===== src/design/amgs_pkg.sv =====
// Shared types, constants and helpers for the adjacency matrix graph store.
`timescale 1ns / 1ps
package amgs_pkg;

   localparam int MAX_VERTICES = 16;
   localparam int AW    = $clog2(MAX_VERTICES);
   localparam int CW    = $clog2(MAX_VERTICES + 1);
   localparam int CNTW  = $clog2(2 * MAX_VERTICES);
   localparam int MAT_DEPTH = MAX_VERTICES * MAX_VERTICES;
   localparam int MW    = $clog2(MAT_DEPTH);
   localparam int DW    = 32;

   localparam logic [3:0] ACT_ADD_VERTEX = 4'd0;
   localparam logic [3:0] ACT_REM_VERTEX = 4'd1;
   localparam logic [3:0] ACT_ADD_EDGE   = 4'd2;
   localparam logic [3:0] ACT_REM_EDGE   = 4'd3;
   localparam logic [3:0] ACT_ADJACENT   = 4'd4;
   localparam logic [3:0] ACT_NEIGHBORS  = 4'd5;
   localparam logic [3:0] ACT_GET_VVAL   = 4'd6;
   localparam logic [3:0] ACT_SET_VVAL   = 4'd7;
   localparam logic [3:0] ACT_GET_EDGE   = 4'd8;
   localparam logic [3:0] ACT_SET_EDGE   = 4'd9;

   localparam logic [2:0] ST_OK          = 3'd0;
   localparam logic [2:0] ST_MISSING     = 3'd1;
   localparam logic [2:0] ST_PRESENT     = 3'd2;
   localparam logic [2:0] ST_FULL        = 3'd3;
   localparam logic [2:0] ST_NO_EDGE     = 3'd4;
   localparam logic [2:0] ST_NO_NEIGHBOR = 3'd5;

   typedef struct packed {
      logic [3:0]           action;
      logic signed [DW-1:0] vertex_a;
      logic signed [DW-1:0] vertex_b;
      logic signed [DW-1:0] new_value;
   } req_type;

   typedef struct packed {
      logic [2:0]           status;
      logic signed [DW-1:0] data_word;
      logic signed [DW-1:0] neighbor_id;
      logic                 is_adjacent;
      logic                 last;
   } rsp_type;

   typedef enum logic [3:0] {
      DP_NOP, DP_LOAD, DP_SRCH_A, DP_SRCH_B, DP_CLR, DP_ADD, DP_VRD, DP_VWR,
      DP_ERD, DP_EWR, DP_NBR, DP_NEND, DP_CRD, DP_CWR, DP_RMFIN
   } dp_op_type;

   typedef enum logic [1:0] {
      DS_ZERO, DS_ONES, DS_VALUE, DS_WEIGHT
   } dsel_type;

   typedef struct packed {
      dp_op_type  op;
      logic       emit;
      logic [2:0] status;
      dsel_type   dsel;
      logic       adj_en;
   } cmd_type;

   typedef struct packed {
      logic [3:0] action;
      logic       srch_done;
      logic       srch_hit;
      logic       full;
      logic       clr_done;
      logic       cmp_last;
      logic       cnt_one;
      logic       w_zero;
      logic       nbr_done;
   } stat_type;

   // Matrix word address of row r, column c.
   function automatic logic [MW-1:0] mat_addr(input logic [AW-1:0] r,
                                              input logic [AW-1:0] c);
      return MW'(r) * MW'(MAX_VERTICES) + MW'(c);
   endfunction

endpackage


===== src/design/amgs_ctrl.sv =====
// Command sequencer of the graph store.
`timescale 1ns / 1ps
module amgs_ctrl
   import amgs_pkg::*;
(
   input  logic       clock,
   input  logic       reset,
   input  logic       start,
   input  logic [3:0] req_action,
   input  stat_type   stat,
   output cmd_type    cmd,
   output logic       busy
);

   typedef enum logic [14:0] {
      S_IDLE   = 15'b000000000000001,
      S_SRCH_A = 15'b000000000000010,
      S_SRCH_B = 15'b000000000000100,
      S_CLR    = 15'b000000000001000,
      S_ADD    = 15'b000000000010000,
      S_VRD    = 15'b000000000100000,
      S_VOUT   = 15'b000000001000000,
      S_VWR    = 15'b000000010000000,
      S_ERD    = 15'b000000100000000,
      S_EWR    = 15'b000001000000000,
      S_NBR    = 15'b000010000000000,
      S_NEND   = 15'b000100000000000,
      S_CRD    = 15'b001000000000000,
      S_CWR    = 15'b010000000000000,
      S_RMFIN  = 15'b100000000000000
   } state_type;

   state_type state_ff, state_in;

   always_ff @(posedge clock) begin
      if (reset) begin
         state_ff <= S_IDLE;
      end else begin
         state_ff <= state_in;
      end
   end

   assign busy = (state_ff != S_IDLE);

   always_comb begin
      state_in   = state_ff;
      cmd.op     = DP_NOP;
      cmd.emit   = 1'b0;
      cmd.status = ST_OK;
      cmd.dsel   = DS_ZERO;
      cmd.adj_en = 1'b0;
      case (state_ff)
         S_IDLE: begin
            if (start) begin
               cmd.op = DP_LOAD;
               if (req_action <= ACT_SET_EDGE) state_in = S_SRCH_A;
            end
         end
         S_SRCH_A: begin
            cmd.op = DP_SRCH_A;
            if (stat.srch_done) begin
               if (stat.action == ACT_ADD_VERTEX) begin
                  if (stat.srch_hit) begin
                     cmd.emit = 1'b1; cmd.status = ST_PRESENT; state_in = S_IDLE;
                  end else if (stat.full) begin
                     cmd.emit = 1'b1; cmd.status = ST_FULL; state_in = S_IDLE;
                  end else begin
                     state_in = S_CLR;
                  end
               end else if (!stat.srch_hit) begin
                  cmd.emit   = 1'b1;
                  cmd.status = ST_MISSING;
                  cmd.dsel   = (stat.action == ACT_GET_VVAL ||
                                stat.action == ACT_GET_EDGE) ? DS_ONES : DS_ZERO;
                  state_in   = S_IDLE;
               end else if (stat.action == ACT_REM_VERTEX) begin
                  state_in = stat.cnt_one ? S_RMFIN : S_CRD;
               end else if (stat.action == ACT_NEIGHBORS) begin
                  state_in = S_NBR;
               end else if (stat.action == ACT_GET_VVAL) begin
                  state_in = S_VRD;
               end else if (stat.action == ACT_SET_VVAL) begin
                  state_in = S_VWR;
               end else begin
                  state_in = S_SRCH_B;
               end
            end
         end
         S_SRCH_B: begin
            cmd.op = DP_SRCH_B;
            if (stat.srch_done) begin
               if (stat.srch_hit) begin
                  state_in = S_ERD;
               end else begin
                  cmd.emit   = 1'b1;
                  cmd.status = ST_MISSING;
                  cmd.dsel   = (stat.action == ACT_GET_EDGE) ? DS_ONES : DS_ZERO;
                  state_in   = S_IDLE;
               end
            end
         end
         S_CLR: begin
            cmd.op = DP_CLR;
            if (stat.clr_done) state_in = S_ADD;
         end
         S_ADD: begin
            cmd.op = DP_ADD; cmd.emit = 1'b1; state_in = S_IDLE;
         end
         S_VRD: begin
            cmd.op = DP_VRD; state_in = S_VOUT;
         end
         S_VOUT: begin
            cmd.emit = 1'b1; cmd.dsel = DS_VALUE; state_in = S_IDLE;
         end
         S_VWR: begin
            cmd.op = DP_VWR; cmd.emit = 1'b1; state_in = S_IDLE;
         end
         S_ERD: begin
            cmd.op = DP_ERD; state_in = S_EWR;
         end
         S_EWR: begin
            cmd.op     = DP_EWR;
            cmd.emit   = 1'b1;
            cmd.status = ((stat.action == ACT_REM_EDGE || stat.action == ACT_SET_EDGE)
                          && stat.w_zero) ? ST_NO_EDGE : ST_OK;
            cmd.dsel   = (stat.action == ACT_GET_EDGE) ? DS_WEIGHT : DS_ZERO;
            cmd.adj_en = (stat.action == ACT_ADJACENT);
            state_in   = S_IDLE;
         end
         S_NBR: begin
            cmd.op = DP_NBR;
            if (stat.nbr_done) state_in = S_NEND;
         end
         S_NEND: begin
            cmd.op = DP_NEND; state_in = S_IDLE;
         end
         S_CRD: begin
            cmd.op = DP_CRD; state_in = S_CWR;
         end
         S_CWR: begin
            cmd.op   = DP_CWR;
            state_in = stat.cmp_last ? S_RMFIN : S_CRD;
         end
         S_RMFIN: begin
            cmd.op = DP_RMFIN; cmd.emit = 1'b1; state_in = S_IDLE;
         end
         default: begin
            state_in = S_IDLE;
         end
      endcase
   end

endmodule


===== config.mk =====
export PLATFORM = sky130hd
export DESIGN_NAME = amgs_ctrl
export DESIGN_NICKNAME = d
export VERILOG_FILES = /design/src/design/amgs_pkg.sv /design/src/design/amgs_ctrl.sv
export SDC_FILE = /design/constraint.sdc
export NUM_CORES = 1
export LEC_CHECK = 0
export ABC_AREA = 1
export ABC_CLOCK_PERIOD_IN_PS = 1600
export BUFFER_PORTS_ARGS = -buffer_cell sky130_fd_sc_hd__buf_4
export CAP_MARGIN = 10
export CORE_ASPECT_RATIO = 1.25
export CORE_UTILIZATION = 49
export DETAILED_ROUTE_END_ITERATION = 12
export PLACE_DENSITY = 0.85
export SLEW_MARGIN = 20
export SYNTH_ARGS = -nofsm -noshare
export SYNTH_HDL_FRONTEND = slang
export SYNTH_SLANG_ARGS = --single-unit

===== constraint.sdc =====
create_clock -name clock -period 1.6 [get_ports clock]
set_clock_uncertainty 0.2 [all_clocks]
set_input_delay 0 -clock clock [delete_from_list [all_inputs] [get_ports clock]]
set_output_delay 0 -clock clock [all_outputs]
set_load 0.1 [all_outputs]

==> results of run 1 <==
-- stage by stage --
step,hold WS (ns),setup slack [ns]
2_1_floorplan,-0.05472,-0.4645
3_3_place_gp,0.02486,-0.2034
3_5_place_dp,0.03433,-0.2321
-- logic make-up after synthesis --
logic type / share of synthesized area (%)
flops: 21.43
buf+inv: 11.25
simple gates: 63.39
compound gates: 3.928
==> summary.txt, run 1 <==
Logic synthesis
  – Cells after Synth: 242
  – Register area share after synthesis: 21.43%
  – Area contributors post-synth: dfxtp_1 (21%), nand2_1 (16%), nor2_1 (12%), nand3_1 (10%), inv_1 (9.4%)
  – Top cell type's share of synthesized area: 21.43%
  – Leading area contributor after synthesis: dfxtp_1
  – Mean Syn Cell Area: 5.791 sq um
  – Post-synth EDFFs: 0
  – Yosys warning total: 0
  – Register bit count reported by yosys: 15
  – Post-Syn Nets: 261
  – Count of different cell masters after synthesis: 24
  – Post-Syn Area: 1401 sq um
  – Most common cell in the netlist: nand2_1
  – Asr flop ratio synth: 0%
  – Ys flop type: dfxtp_1
  – Synth cell count leaders: nand2_1 (60), nor2_1 (44), inv_1 (35), nand3_1 (29), dfxtp_1 (15)

Clock tree
  – Max Root-Sink Buffers: 2
  – Num Clock Sinks: 15
  – Post-CTS Resized: 95
  – H-Tree Depth: 1
  – Setup Buffers After CTS: 14
  – CTS root buffer: clkbuf_4
  – Hold_buf cts: 8
  – Num CTS Buffers: 3

Floorplanning
  – Die Y: 61.79 microns
  – Initial Utilization: 51.78%
  – Io pins: 31
  – Die Span X: 49.83 microns
  – FP Rows: 21

Status
  – Fail Step: clock tree synthesis
  – Status: did not finish
  – Stop err: [ERROR DPL-0033] detailed placement checks failed during check placement.

Placed design
  – Placed cell area: 2116 sq um
  – Dpl cells: 348
  – GP Congestion: 0.9318
  – Final HPWL DP: 3.550 mm
  – PortBufs: 29
==> inputs of run 2 (changes only) <==
--- a/config.mk
+++ b/config.mk
@@ -6,13 +6,13 @@
 export NUM_CORES = 1
 export LEC_CHECK = 0
 export ABC_AREA = 1
-export ABC_CLOCK_PERIOD_IN_PS = 1600
+export ABC_CLOCK_PERIOD_IN_PS = 2080
 export BUFFER_PORTS_ARGS = -buffer_cell sky130_fd_sc_hd__buf_4
 export CAP_MARGIN = 10
-export CORE_ASPECT_RATIO = 1.25
-export CORE_UTILIZATION = 49
+export CORE_AREA = 2 2 63 65
 export DETAILED_ROUTE_END_ITERATION = 12
-export PLACE_DENSITY = 0.85
+export DIE_AREA = 0 0 65 67
+export PLACE_DENSITY_LB_ADDON = 0.15
 export SLEW_MARGIN = 20
 export SYNTH_ARGS = -nofsm -noshare
 export SYNTH_HDL_FRONTEND = slang
==> constraint.sdc (replaced) <==
create_clock -name clock -period 2.08 [get_ports clock]
set_clock_uncertainty 0.2 [all_clocks]
set_input_delay 0 -clock clock [delete_from_list [all_inputs] [get_ports clock]]
set_output_delay 0 -clock clock [all_outputs]
set_load 0.1 [all_outputs]
==> summary.txt, run 2 <==
Status
  – Status: finished, final reports clean

GRT
  – Initial antenna violation count: 0
  – Largest net degree at the start of global routing: 10
  – GRT overflow: 0
  – Vias in the first global route: 1550
  – Total track usage: 19.94%
  – First-pass GRT wire length: 6.665 mm

Layout
  – Fin nets: 313
  – Most common cell after layout, fill and taps aside: nand2_1
  – Largest register FFs: 15
  – Largest register by flop count: state_ff
  – Layout Utilization: 57.81%
  – Layout Cells excl Fill: 341
  – Area added between synthesis and finish: 48.75%
  – Commonest non-fill, non-tap cells in the layout: nand2_1 (56), nor2_1 (39), inv_1 (34)
  – Share of cells above drive strength 1: 33.11%
  – # diodes: 0
  – Largest regs: state_ff x15

Floorplanning
  – Core Box Area: 3606 sq um
  – Io pins: 31
  – Die Y: 67 microns
  – Initial Utilization: 38.86%
  – Die Span X: 65 microns
  – Die area: 4355 sq um
  – FP Rows: 22

Logic synthesis
  – Ys flop type: dfxtp_1
  – Register area share after synthesis: 21.43%
  – Post-synth EDFFs: 0
  – Area contributors post-synth: dfxtp_1 (21%), nand2_1 (16%), nor2_1 (12%), nand3_1 (10%), inv_1 (9.4%)
  – Post-Syn Area: 1401 sq um
  – Post-Syn Nets: 261
  – Count of different cell masters after synthesis: 24
  – Register bit count reported by yosys: 15
  – Cells after Synth: 242
  – Most common cell in the netlist: nand2_1
  – Leading area contributor after synthesis: dfxtp_1
  – Top cell type's share of synthesized area: 21.43%
  – Mean Syn Cell Area: 5.791 sq um
  – Yosys warning total: 0
  – Asr flop ratio synth: 0%
  – Synth cell count leaders: nand2_1 (60), nor2_1 (44), inv_1 (35), nand3_1 (29), dfxtp_1 (15)

Timing
  – Period utilization: 95.62%
  – Final Hold Viols: 0
  – Endpoints failing setup: 0
  – RSZ-0062 raised after global routing: yes
  – Max-slew violations: 0
  – Final min period: 1.989 ns
  – Least-Margin Pin Slew: 0.3845 ns
  – Worst rel slew slack: 74.25%
  – Highest Clock Rate: 502.8 MHz

Drt
  – Final routed DRC violation total: 0
  – DR vias: 1628
  – Vias/cell: 4.774
  – Routed Wire Length: 4.115 mm
  – Pre-antenna DRT Iters: 4
  – Antenna-violating nets left: 0
  – Initial DRC count: 72
  – DR WL/cell: 12.07 microns

Pwr
  – Sw power: 1.018 mW
  – Comb power frac: 67.3%
  – Leakage power: 1.063 nW
  – Power, Total: 1.852 mW
  – Pwr Density: 888.4 nW/um^2
  – Worst vdd ir: 0.4237 mV
  – Internal power: 833.9 uW
  – Clock share of power: 13.4%
  – Reg power frac: 19.3%
  – Sw Share: 54.97%

Placed design
  – GP Congestion: 0.8472
  – PortBufs: 29
  – Final HPWL DP: 3.080 mm
  – Dpl cells: 321

Worst setup path
  – R2R setup slack: 0.17 ns
  – Worst r2r src: state_ff[13]
  – Critical Path RT: 1.88 ns
  – Worst-path maximum fanout: 7
  – Kind of critical path: register to primary output
  – RR Endpoint: state_ff[14]
  – CP dominant cell by count: inv_1
  – R2R cell count: 11
  – CP max stage cell: dfxtp_2
  – Critical Path Start: state_ff[13]
  – Setup crit start kind: register
  – Crit path arrival time: 1.79 ns
  – Crit path cell chain: nor2_4 -> nand2_4 -> nor2_8 -> inv_1 -> nor3_2 -> buf_4 -> inv_1 -> nand2_1 -> buf_6
  – CP peak stage delay: 0.36 ns
  – CP endpoint: cmd[2]
  – Crit end category: primary output

Clock tree
  – Clk slew on worst S/H paths: 0.06 ns
  – CTS root buffer: clkbuf_8
  – Num CTS Buffers: 3
  – Skew-Pair Late Insertion Delay: 0.26 ns
  – Num Clock Sinks: 15
  – H-Tree Depth: 1
  – Max Root-Sink Buffers: 2
  – CTS tree: yes

Job
  – Max Cap Viol: 0

Worst hold path
  – Min-delay worst type: input port to register
==> run 2: cell counts after synthesis <==
Identical to the previous run, type by type.
==> run 2: cells by family after synthesis <==
| family | share of synthesized area (%) |
|---|---|
| and+or+nand+nor | 63.39 |
| buffers and inverters | 11.25 |
| DFF | 21.43 |
| AOI/OAI and AO/OA | 3.928 |
==> run 2: worst min-delay path by stage <==
stage,from,endpoint,slack (ns),cells past startpoint
after floorplan,stat[6],state_ff[8],-0.05,2
after global placement,reset,state_ff[2],0.03,2
after detailed placement,reset,state_ff[2],0.03,2
after CTS,stat[9],state_ff[10],0.02,6
after global routing,stat[5],state_ff[3],0.07,6
final,stat[9],state_ff[10],0.02,6
==> run 2: area by class of cell <==
type                    instances  area [sq um]
multi-input cells             187          1077
clock buffers                   3         41.29
well taps                      48         60.06
inverters                      38         142.6
repair buffers                 49         449.2
clock inverters                 1         5.005
flip-flops and latches         15         309.0
fillers                       377          1521
==> run 2: worst max-delay path, delay by kind of cell, from the launching register on <==
kind	cells	cell delay, ns
flops	1	0.36
simple gates	5	0.70
buf+inv	4	0.48
==> run 2: per-stage QoR <==
step                area [sq um]  hold WS (ns)  setup TNS [ns]  setup slack [ns]
floorplan                   1446      -0.05077         -0.3668           -0.3010
global placement            1739       0.03021               0            0.1301
detailed placement          1739       0.03243               0            0.1363
CTS                         1974       0.02244               0          0.006782
global route                2085       0.06908        -0.08656          -0.03238
finish                      2085       0.01987               0           0.09114
==> run 2: timing repair <==
item	4_1_cts	5_1_grt
endpoints found under the setup margin	10	11
setup buffers	2	6
hold buffers	9	0
endpoints found under the hold margin	11	0
pin swaps	3	13
resized for setup	19	22
==> run 2: metal layers <==
metal / vias up / part of all wire [%] / track usage, %
met2: 31 / 48 / 34.54
met1: 720 / 48 / 25.74
met5: - / 0 / 0
li1: 869 / - / -
met3: 8 / 2.4 / 1.689
met4: 0 / 1.7 / 7.181
==> run 2: power groups by stage <==
stage / clock (mW) / combinational (mW) / sequential [mW]
after detailed placement: 0 / 1.09 / 0.352
after CTS: 0.251 / 1.16 / 0.351
final: 0.248 / 1.25 / 0.358
after floorplan: 0 / 0.884 / 0.347
after global routing: 0.267 / 1.35 / 0.364
after global placement: 0 / 1.08 / 0.352
(Power assumes the default switching activity.)
==> inputs of run 3 (changes only) <==
--- a/config.mk
+++ b/config.mk
@@ -9,9 +9,9 @@
 export ABC_CLOCK_PERIOD_IN_PS = 2080
 export BUFFER_PORTS_ARGS = -buffer_cell sky130_fd_sc_hd__buf_4
 export CAP_MARGIN = 10
-export CORE_AREA = 2 2 63 65
+export CORE_AREA = 5 5 66 68
 export DETAILED_ROUTE_END_ITERATION = 12
-export DIE_AREA = 0 0 65 67
+export DIE_AREA = 0 0 71 73
 export PLACE_DENSITY_LB_ADDON = 0.15
 export SLEW_MARGIN = 20
 export SYNTH_ARGS = -nofsm -noshare
==> summary.txt, run 3 (synthesis results as in run 2) <==
Layout
  – Largest regs: state_ff x15
  – Seq. cell area: 310.3 sq um
  – Largest register FFs: 15
  – Largest register by flop count: state_ff
  – Share of cells above drive strength 1: 33.45%
  – Area added between synthesis and finish: 49.38%
  – Multi-input gate area: 1091 sq um
  – Commonest non-fill, non-tap cells in the layout: nand2_1 (54), nor2_1 (38), inv_1 (33), buf_4 (33), nand3_1 (29)
  – Layout Cells excl Fill: 343
  – # diodes: 0
  – Fin nets: 313
  – Layout Utilization: 55.11%
  – FILL cells: 396
  – Design area: 2093 sq um
  – Most common cell after layout, fill and taps aside: nand2_1

Pwr
  – Leakage power: 1.058 nW
  – Worst vdd ir: 0.2998 mV
  – Reg power frac: 19.2%
  – Internal power: 846.4 uW
  – Power, Total: 1.859 mW
  – Comb power frac: 67.9%
  – Pwr Density: 888.3 nW/um^2
  – Sw Share: 54.48%
  – Sw power: 1.013 mW
  – Clock share of power: 13.0%

GRT
  – Largest net degree at the start of global routing: 9
  – Initial antenna violation count: 0
  – Vias in the first global route: 1533
  – Total track usage: 15.99%
  – First-pass GRT wire length: 6.568 mm
  – GRT overflow: 0

Floorplanning
  – Die Y: 73 microns
  – Die Span X: 71 microns
  – Io pins: 31
  – Die area: 5183 sq um
  – Initial Utilization: 36.89%
  – Core Box Area: 3799 sq um
  – FP Rows: 23

Drt
  – Final routed DRC violation total: 0
  – DR vias: 1612
  – Antenna-violating nets left: 0
  – Routed Wire Length: 4.152 mm
  – Initial DRC count: 55
  – Vias/cell: 4.700
  – DR WL/cell: 12.10 microns
  – Pre-antenna DRT Iters: 4

Worst setup path
  – Worst-path maximum fanout: 5
  – Setup crit start kind: register
  – Crit end category: primary output
  – Critical Path RT: 1.88 ns
  – Crit path arrival time: 1.82 ns
  – Kind of critical path: register to primary output

Placed design
  – Placed cell area: 1742 sq um
  – GP Congestion: 0.8230
  – PortBufs: 29
  – Final HPWL DP: 3.207 mm
  – Dpl cells: 323

Timing
  – Period utilization: 97.16%
  – Least-Margin Pin Slew: 0.3791 ns
  – RSZ-0062 raised after global routing: yes
  – Highest Clock Rate: 494.8 MHz
  – Final min period: 2.021 ns
  – Endpoints failing setup: 0
  – Worst rel slew slack: 74.61%
  – Max-slew violations: 0
  – Hold Slack: 0.03214 ns
  – Final Hold Viols: 0

Clock tree
  – H-Tree Depth: 1
  – Max Root-Sink Buffers: 2
  – Clk slew on worst S/H paths: 0.06 ns
  – Num Clock Sinks: 15
  – Skew-Pair Late Insertion Delay: 0.25 ns
  – CTS tree: yes
  – Num CTS Buffers: 3
  – CTS root buffer: clkbuf_8

Status
  – Status: finished, final reports clean

Worst hold path
  – Min-delay worst type: input port to register

Job
  – Max Cap Viol: 0
==> run 3: metal layers <==
layer  vias up  track usage [%]  routed length [microns]
met2        38            29.25                     2111
met5         -                0                        0
met1       705            19.27                     1830
met4         0            5.219                       44
li1        865                -                        -
met3         4            2.066                      165
==> run 3: path summary, 6_finish.rpt <==
kind,start,end,slack [ns],depth (start not counted)
worst max register to register,state_ff[14],state_ff[12],0.17,11
worst min register to register,state_ff[2],state_ff[2],0.30,2
worst min-delay path,stat[9],state_ff[10],0.03,6
worst max-delay path,state_ff[7],cmd[9],0.06,10
==> run 3: area by class of cell <==
type / instances / share of cell area (%)
Multi-Input combinational cell: 187 / 52.12
Timing Repair Buffer: 49 / 21.10
Sequential cell: 15 / 14.82
Inverter: 38 / 6.814
Tap cell: 50 / 2.989
Clock buffer: 4 / 2.152
==> run 3: power groups by stage <==
| stage | clock network, mW | logic (mW) | registers [mW] |
|---|---|---|---|
| floorplan | 0 | 0.884 | 0.347 |
| CTS | 0.243 | 1.16 | 0.348 |
| global placement | 0 | 1.09 | 0.354 |
| detailed placement | 0 | 1.09 | 0.354 |
| global route | 0.258 | 1.35 | 0.360 |
| finish | 0.241 | 1.26 | 0.356 |
==> run 3: repair_timing <==
item,in CTS,in global routing
hold buffers,9,0
pin swaps,1,12
hold endpoints to repair,10,0
gates cloned,0,0
setup buffers,2,5
setup endpoints to repair,9,10
gates resized for setup,19,25
==> run 3: worst max-delay path, cell delays in order, from the launching register on <==
cell and delay, ns:
dfxtp_4 0.36, nor2_4 0.14, nand2_4 0.12, inv_2 0.07, nand2_2 0.06, nor2_4 0.11
nand2_2 0.10, nor3_4 0.20, nor2_2 0.07, nand4_1 0.12, buf_8 0.22
==> run 3: stage by stage <==
step                      TNS, ns  setup WS [ns]
final                           0        0.05915
after CTS                       0       0.003022
after floorplan           -0.3668        -0.3010
after detailed placement        0         0.1323
after global placement          0         0.1248
after global routing      -0.1897       -0.05966
==> inputs of run 4 (changes only) <==
--- a/config.mk
+++ b/config.mk
@@ -7,7 +7,7 @@
 export LEC_CHECK = 0
 export ABC_AREA = 1
 export ABC_CLOCK_PERIOD_IN_PS = 2080
-export BUFFER_PORTS_ARGS = -buffer_cell sky130_fd_sc_hd__buf_4
+export BUFFER_PORTS_ARGS = -buffer_cell sky130_fd_sc_hd__clkbuf_2
 export CAP_MARGIN = 10
 export CORE_AREA = 5 5 66 68
 export DETAILED_ROUTE_END_ITERATION = 12
==> summary.txt, run 4 (synthesis results as in run 2) <==
Drt
  – DR vias: 1641
  – Final routed DRC violation total: 0
  – Vias/cell: 4.757
  – DR WL/cell: 12.11 microns
  – Pre-antenna DRT Iters: 4
  – Antenna-violating nets left: 0
  – Routed Wire Length: 4.179 mm
  – Initial DRC count: 85

GRT
  – GRT overflow: 0
  – Total track usage: 16.15%
  – First-pass GRT wire length: 6.651 mm
  – Initial antenna violation count: 0
  – Vias in the first global route: 1498
  – Largest net degree at the start of global routing: 14

Clock tree
  – Clk slew on worst S/H paths: 0.07 ns
  – CTS root buffer: clkbuf_8
  – Skew-Pair Late Insertion Delay: 0.26 ns
  – Num CTS Buffers: 3
  – H-Tree Depth: 1
  – Num Clock Sinks: 15
  – CTS tree: yes
  – Max Root-Sink Buffers: 2

Worst setup path
  – RR Endpoint: state_ff[14]
  – R2R cell count: 11
  – Critical Path RT: 1.88 ns
  – Worst r2r src: state_ff[7]
  – Worst-path maximum fanout: 6
  – Crit end category: primary output
  – Setup crit start kind: register
  – Crit path arrival time: 1.81 ns
  – R2R setup slack: 0.19 ns
  – Kind of critical path: register to primary output

Layout
  – Largest regs: state_ff x15
  – Most common cell after layout, fill and taps aside: nand2_1
  – Largest register FFs: 15
  – Fin nets: 315
  – Commonest non-fill, non-tap cells in the layout: nand2_1 (54), nor2_1 (38), inv_1 (34)
  – # diodes: 0
  – Area added between synthesis and finish: 53.57%
  – Layout Utilization: 56.65%
  – Share of cells above drive strength 1: 34.58%
  – Largest register by flop count: state_ff

Floorplanning
  – FP Rows: 23
  – Initial Utilization: 36.89%
  – Die area: 5183 sq um
  – Die Span X: 71 microns
  – Die Y: 73 microns
  – Core Box Area: 3799 sq um
  – Io pins: 31

Timing
  – Least-Margin Pin Slew: 0.5419 ns
  – Setup slack after layout: 0.06575 ns
  – Setup TNS: 0 ns
  – Endpoints failing setup: 0
  – Max-slew violations: 0
  – Final min period: 2.014 ns
  – Worst rel slew slack: 64.03%
  – RSZ-0062 raised after global routing: yes
  – Highest Clock Rate: 496.5 MHz
  – Period utilization: 96.84%
  – Final Hold Viols: 0

Placed design
  – Pre-CTS WS: 0.1576 ns
  – PortBufs: 29
  – Final HPWL DP: 3.176 mm
  – GP Congestion: 0.8759

Pwr
  – Pwr Density: 874.8 nW/um^2
  – Power, Total: 1.883 mW
  – Sw power: 1.027 mW
  – Worst vdd ir: 0.2986 mV
  – Reg power frac: 19.0%
  – Internal power: 855.6 uW
  – Leakage power: 1.078 nW
  – Clock share of power: 13.4%
  – Comb power frac: 67.5%
  – Sw Share: 54.55%

Worst hold path
  – Worst Hold Endpoint: state_ff[7]
  – HP Start: stat[10]
  – Min-delay worst type: input port to register
  – Hold depth: 5

Job
  – Max Cap Viol: 0

Status
  – Status: finished, final reports clean
[run 4: worst max path at each step]
stage                  from           end  slack [ns]  cells after the start
2_1_floorplan   state_ff[6]        cmd[0]       -0.30                      5
3_3_place_gp   state_ff[13]        cmd[6]        0.17                      8
3_5_place_dp    state_ff[8]  state_ff[14]        0.16                     10
4_1_cts        state_ff[13]        cmd[7]       0.003                      8
5_1_grt         state_ff[7]        cmd[9]       -0.03                     10
6_report        state_ff[7]        cmd[9]        0.07                     10
[run 4: critical path, cell delays in order, from the launching register on]
cell,delay (ns)
dfxtp_4,0.36
nor2_4,0.13
nand2_4,0.12
inv_2,0.07
nand2_2,0.06
nor2_4,0.12
nand2_2,0.09
nor3_4,0.20
nor2_2,0.06
nand4_1,0.14
buf_12,0.20
[run 4: metrics by stage]
| stage | instances | hold slack, ns | instance area (sq um) |
|---|---|---|---|
| 2_1_floorplan | 242 | -0.05077 | 1446 |
| 3_3_place_gp | 320 | 0.07555 | 1812 |
| 3_5_place_dp | 320 | 0.08124 | 1812 |
| 4_1_cts | 337 | 0.02668 | 2008 |
| 5_1_grt | 345 | 0.06992 | 2152 |
| 6_report | 345 | 0.02230 | 2152 |
[run 4: cell type report]
type | instances | area, sq um
Fill cell | 403 | 1647
Tap cell | 50 | 62.56
Inverter | 38 | 142.6
Clock inverter | 1 | 5.005
Timing Repair Buffer | 51 | 501.7
Multi-Input combinational cell | 187 | 1086
Sequential cell | 15 | 312.8
Clock buffer | 3 | 41.29
[run 4: what timing repair did]
| item | 4_1_cts | 5_1_grt |
|---|---|---|
| pin swaps | 5 | 16 |
| resized for setup | 6 | 26 |
| hold buffers | 9 | 0 |
| gates cloned | 0 | 0 |
| endpoints found under the setup margin | 6 | 17 |
| endpoints found under the hold margin | 10 | 0 |
| setup buffers | 4 | 8 |
[run 4: layer usage]
| metal | wire, microns | part of all wire, % | global-route usage, % | up-vias |
|---|---|---|---|---|
| li1 | - | - | - | 871 |
| met1 | 1867 | 45 | 20.66 | 724 |
| met2 | 2082 | 50 | 27.60 | 42 |
| met3 | 188 | 4.5 | 2.479 | 4 |
| met4 | 40 | 0.96 | 5.637 | 0 |
| met5 | 0 | 0 | 0 | - |
[run 4: power groups by stage]
stage / Combinational (mW) / Sequential, mW / Clock, mW
after global routing: 1.37 / 0.361 / 0.263
after global placement: 1.12 / 0.354 / 0
after CTS: 1.18 / 0.353 / 0.255
after detailed placement: 1.13 / 0.354 / 0
final: 1.27 / 0.358 / 0.253
after floorplan: 0.884 / 0.347 / 0
